--- src/rtl/lce_pkg.sv ---
`default_nettype none

package lce_pkg;

    localparam int ITEM_W = 8;

    // Configuration register indexes (word address bits)
    localparam logic REG_DECODE_MODE = 1'b0;

    // One transaction as it moves along the row of cells
    typedef struct packed {
        logic              valid;
        logic              mode;
        logic              last;
        logic [ITEM_W-1:0] value;
        logic              found;
        logic [ITEM_W-1:0] result;
    } lce_tok_t;

endpackage

`default_nettype wire

--- src/rtl/lce_cell.sv ---
`default_nettype none

module lce_cell #(
    parameter int INDEX = 0,
    parameter int CNT_W = 9
) (
    input  wire logic              aclk,
    input  wire logic              aresetn,
    input  wire logic              adv,
    input  wire lce_pkg::lce_tok_t tok_i,
    input  wire logic [CNT_W-1:0]  cnt_i,
    output lce_pkg::lce_tok_t      tok_o,
    output logic [CNT_W-1:0]       cnt_o
);
    import lce_pkg::*;

    localparam int CMP_W = (CNT_W > ITEM_W) ? CNT_W : ITEM_W;
    localparam logic [CMP_W-1:0]  K_CMP = CMP_W'(INDEX);
    localparam logic [ITEM_W-1:0] K_LOW = ITEM_W'(INDEX);

    lce_tok_t         tok_reg, tok_next;
    logic [CNT_W-1:0] cnt_reg, cnt_next;
    logic             used_reg, used_next;

    logic [CMP_W-1:0] val_x;
    logic [CMP_W-1:0] cnt_x;
    logic             enc_hit;
    logic             enc_below;
    logic             dec_free;
    logic             dec_hit;
    logic             mark;

    always_comb begin
        val_x     = CMP_W'(tok_i.value);
        cnt_x     = CMP_W'(cnt_i);
        enc_hit   = !tok_i.mode && (val_x == K_CMP) && !used_reg;
        enc_below = !tok_i.mode && (val_x > K_CMP) && !used_reg;
        dec_free  = tok_i.mode && !tok_i.found && !used_reg;
        dec_hit   = dec_free && (cnt_x == val_x);
        mark      = enc_hit || dec_hit;

        tok_next = tok_i;
        cnt_next = cnt_i;
        if (mark) begin
            tok_next.found = 1'b1;
        end
        if (dec_hit) begin
            tok_next.result = K_LOW;
        end
        // count free values below the element, or free values skipped by rank
        if (enc_below || (dec_free && !dec_hit)) begin
            cnt_next = cnt_i + CNT_W'(1);
        end

        used_next = used_reg;
        if (tok_i.valid) begin
            if (tok_i.last) begin
                used_next = 1'b0;
            end else if (mark) begin
                used_next = 1'b1;
            end
        end
    end

    always_ff @(posedge aclk) begin
        if (!aresetn) begin
            tok_reg.valid <= 1'b0;
            used_reg      <= 1'b0;
        end else if (adv) begin
            tok_reg  <= tok_next;
            cnt_reg  <= cnt_next;
            used_reg <= used_next;
        end
    end

    assign tok_o = tok_reg;
    assign cnt_o = cnt_reg;

endmodule

`default_nettype wire

--- config.mk ---
export PLATFORM = sky130hd
export DESIGN_NAME = lce_cell
export DESIGN_NICKNAME = d
export VERILOG_FILES = /design/src/rtl/lce_pkg.sv /design/src/rtl/lce_cell.sv
export SDC_FILE = /design/constraint.sdc
export NUM_CORES = 1
export LEC_CHECK = 0
export CAP_MARGIN = 20
export CORE_MARGIN = 3
export CORE_UTILIZATION = 25
export CTS_CLUSTER_DIAMETER = 200
export DETAILED_ROUTE_END_ITERATION = 10
export DONT_BUFFER_PORTS = 1
export GPL_ROUTABILITY_DRIVEN = 1
export GPL_TIMING_DRIVEN = 0
export PLACE_DENSITY = 0.46
export SKIP_CTS_REPAIR_TIMING = 1
export SYNTH_ARGS = -nofsm -noshare
export SYNTH_HDL_FRONTEND = slang
export SYNTH_SLANG_ARGS = --single-unit
export TNS_END_PERCENT = 10
--- constraint.sdc ---
create_clock -name aclk -period 1.9 [get_ports aclk]
set_input_delay 0.38 -clock aclk [delete_from_list [all_inputs] [get_ports aclk]]
set_output_delay 0.38 -clock aclk [all_outputs]
set_load 0.01 [all_outputs]
==> impl_results.md <==
- Highest achievable clock rate: 566 MHz
- Dominant cells by area after synthesis: sky130_fd_sc_hd__edfxtp_1, sky130_fd_sc_hd__xor2_1, sky130_fd_sc_hd__and2_1, sky130_fd_sc_hd__xnor2_1, sky130_fd_sc_hd__dfxtp_1
- Cell area reported after detailed placement: ~1500 um2
- Worst clock skew: 0.00149 ns
- Mean Syn Cell Area: ~15 um2
- Power share of the combinational group: 0.065
- Nets: 133
- Number of design rule violations left after detail routing: 0
- Switching share of power: 0.213
- Required time worst endpoint: around 1.9 ns
- Clock tree from TritonCTS: yes
- Actual slew at the worst max-slew pin: 0.531 ns
- CTS Root Cell: sky130_fd_sc_hd__clkbuf_8
- Final estimated routing congestion in global placement: slightly below 0.8
- Final wirelength: 2910 um
- Wire length per cell after detailed routing: between 15 and 20 um
- CTS max path bufs: 2
- Total of buffers placed on input and output ports: 0
- DRT Pass-1 Iters: 4
- CTS clock-pin slew for the worst setup and hold paths: roughly 0.06 ns
- Crit Path Max Fanout: 8
- Setup total negative slack: 0 ns
- Clock Sinks: 30
- Total half-perimeter wirelength after legalization and detailed placement: between 2000 and 2500 um
- Total CTS buffers: 5
- Final WS setup: ~0.13 ns
- Most frequently used flop master after synthesis: sky130_fd_sc_hd__edfxtp_1
- Final Max Tran Viols: 0
- Overall die height: slightly below 80 um
- Final core area utilization: 0.300
- Synthesized net count: between 100 and 150
- First-pass GRT wire length: ~4300 um
- Total core area: a little over 5000 um2
- Crit path arrival time: about 1.8 ns
- Async set-reset flop share out of synthesis: 0
- Largest register FFs: 20
- Clock insertion delay at the later pin of the skew report: ~0.27 ns
- Synth Instances: 92
- DRC violation total after the first TritonRoute iteration: 48
- Yosys warning count: 0
- Pin count of the biggest net entering global routing: 21
- Final number of hold-violating endpoints: 0
- Layout filler cell count: 513
- Cell type contributing the most total cell area after synthesis: sky130_fd_sc_hd__edfxtp_1
- Most used standard cell by instance count after synthesis: sky130_fd_sc_hd__edfxtp_1
- Die Footprint: between 6000 and 7000 um2
- Number of core rows: 26
- Final setup viols: 0
- Sequential share of power: 0.575
- Share of cells above drive strength 1: 0.129
- Antenna violations before repair: 0
- Tcrit/Tclk final: 0.930
- Power per unit of standard cell area: between 900 and 1000 nW/um2
- Total via count after detailed routing: 796
- Switching pwr: 0.302 mW
- Area of all placed cells without fillers: 1550 um2
- Overflow left after global routing: 0
- Synth unique cells: 27
- Status: completed
- Slew margin rel.: 0.646
- Post-synthesis sequential area ratio: 0.654
- Worst setup SP type: flop
- Die width: 79.4 um
- Number of maximum-capacitance violations: 0
- Global-route usage over all layers: 0.0952
- Starting density of the core: 0.261
- Type of the worst setup path: flop to flop
- Worst hold path class: input pin to flop
- Minimum setup slack after placement: -0.0212 ns
- Internal power consumption: between 1 and 1.5 mW
- Final min period: around 1.8 ns
- Count of inserted antenna diode cells: 0
- Total power: about 1.4 mW
- Relative area change from synthesis to final layout: 15.2%
- Synth top cells by count: sky130_fd_sc_hd__edfxtp_1, sky130_fd_sc_hd__and2_1, sky130_fd_sc_hd__xor2_1, sky130_fd_sc_hd__xnor2_1
- Number of enable-type register cells in the synthesized netlist: 28
- LEAKAGE: 0.508 nW
- Area taken by multi-input logic gates: around 470 um2
- Share of Yosys cell area claimed by the top area cell type: 0.624
- Level count of the clock H-tree: 2
- Peak supply drop: around 0.26 mV
- Flip-flop and latch count after synthesis: 30
- Antenna violation net count after detailed routing: 0
- Via density per instance: about 4.7
- Kind of capture point of the worst setup path: flop
- Mapped cell area: around 1300 um2
- Clock network fraction of total power: 0.361
- Number of global-route vias before repair: ~800
- Storage cell area: roughly 880 um2
- I/O Pins: 61
- Setup repair after global routing missed its margin: false
-- worst max-delay path, cell delays in order, from the launching register on --
cell and delay [ns]:
sky130_fd_sc_hd__dfxtp_1 0.34, sky130_fd_sc_hd__or2_2 0.31, sky130_fd_sc_hd__a21boi_2 0.34, sky130_fd_sc_hd__or2_1 0.21, sky130_fd_sc_hd__mux2_4 0.31
-- through the flow --
step | hold slack (ns) | std cells
2_1_floorplan | 0.479 | 92
3_3_place_gp | 0.479 | 162
3_5_place_dp | 0.479 | 163
4_1_cts | 0.188 | 171
5_1_grt | 0.175 | 171
6_report | 0.198 | 171
-- cell families (layout without fill, tap and decap cells) --
kind of cell / count (synthesis) / in the layout / synth area share
mux: 1 / 1 / 0.0111
compound gates: 14 / 14 / 0.0789
flops: 30 / 30 / 0.654
fa+ha+maj: 1 / 1 / 0.00928
buf+inv: 0 / 9 / 0
xor+xnor: 16 / 16 / 0.104
simple gates: 30 / 30 / 0.143
-- final cells by class --
cell class | instances | share of cell area
clock buffers | 8 | 0.0580
multi-input cells | 62 | 0.301
flip-flops and latches | 30 | 0.567
well taps | 70 | 0.0564
repair buffers | 1 | 0.0177
-- cell usage in the layout (no fill, tap or decap), drive strengths merged --
master	n
a21boi	3
a21oi	2
and2	11
and3	1
and4	2
buf	1
clkbuf	8
dfxtp	2
edfxtp	28
ha	1
mux2	1
nand2	1
nand2b	1
nand3	2
nand4	2
nor2	3
nor3	2
nor4	2
o2111ai	3
o211a	1
o211ai	1
o21ai	3
o31ai	1
or2	3
xnor2	7
xor2	9
-- path summary, 6_finish.rpt --
check / start / end / slack (ns) / cells past startpoint
worst max-delay path: used_reg / cnt_o[1] / 0.13 / 4
worst min-delay path: tok_i[9] / tok_o[9] / 0.20 / 0
worst max register to register: used_reg / cnt_o[1] / 0.13 / 4
worst min register to register: tok_o[19] / tok_o[19] / 0.53 / 2
-- layer usage --
metal  track usage  wire length (um)  up-vias
li1              -                 -      367
met3        0.0474               244        4
met5             0                 0        -
met2         0.155              1480       40
met4        0.0430                46        0
met1         0.104              1150      385
-- power groups by stage --
stage / Combinational, mW / Clock [mW] / Sequential, mW
6_report: 0.0916 / 0.511 / 0.814
5_1_grt: 0.102 / 0.572 / 0.818
4_1_cts: 0.0929 / 0.536 / 0.817
3_5_place_dp: 0.0921 / 0 / 0.830
3_3_place_gp: 0.0825 / 0 / 0.830
2_1_floorplan: 0.0716 / 0 / 0.823
(Power assumes the default switching activity.)
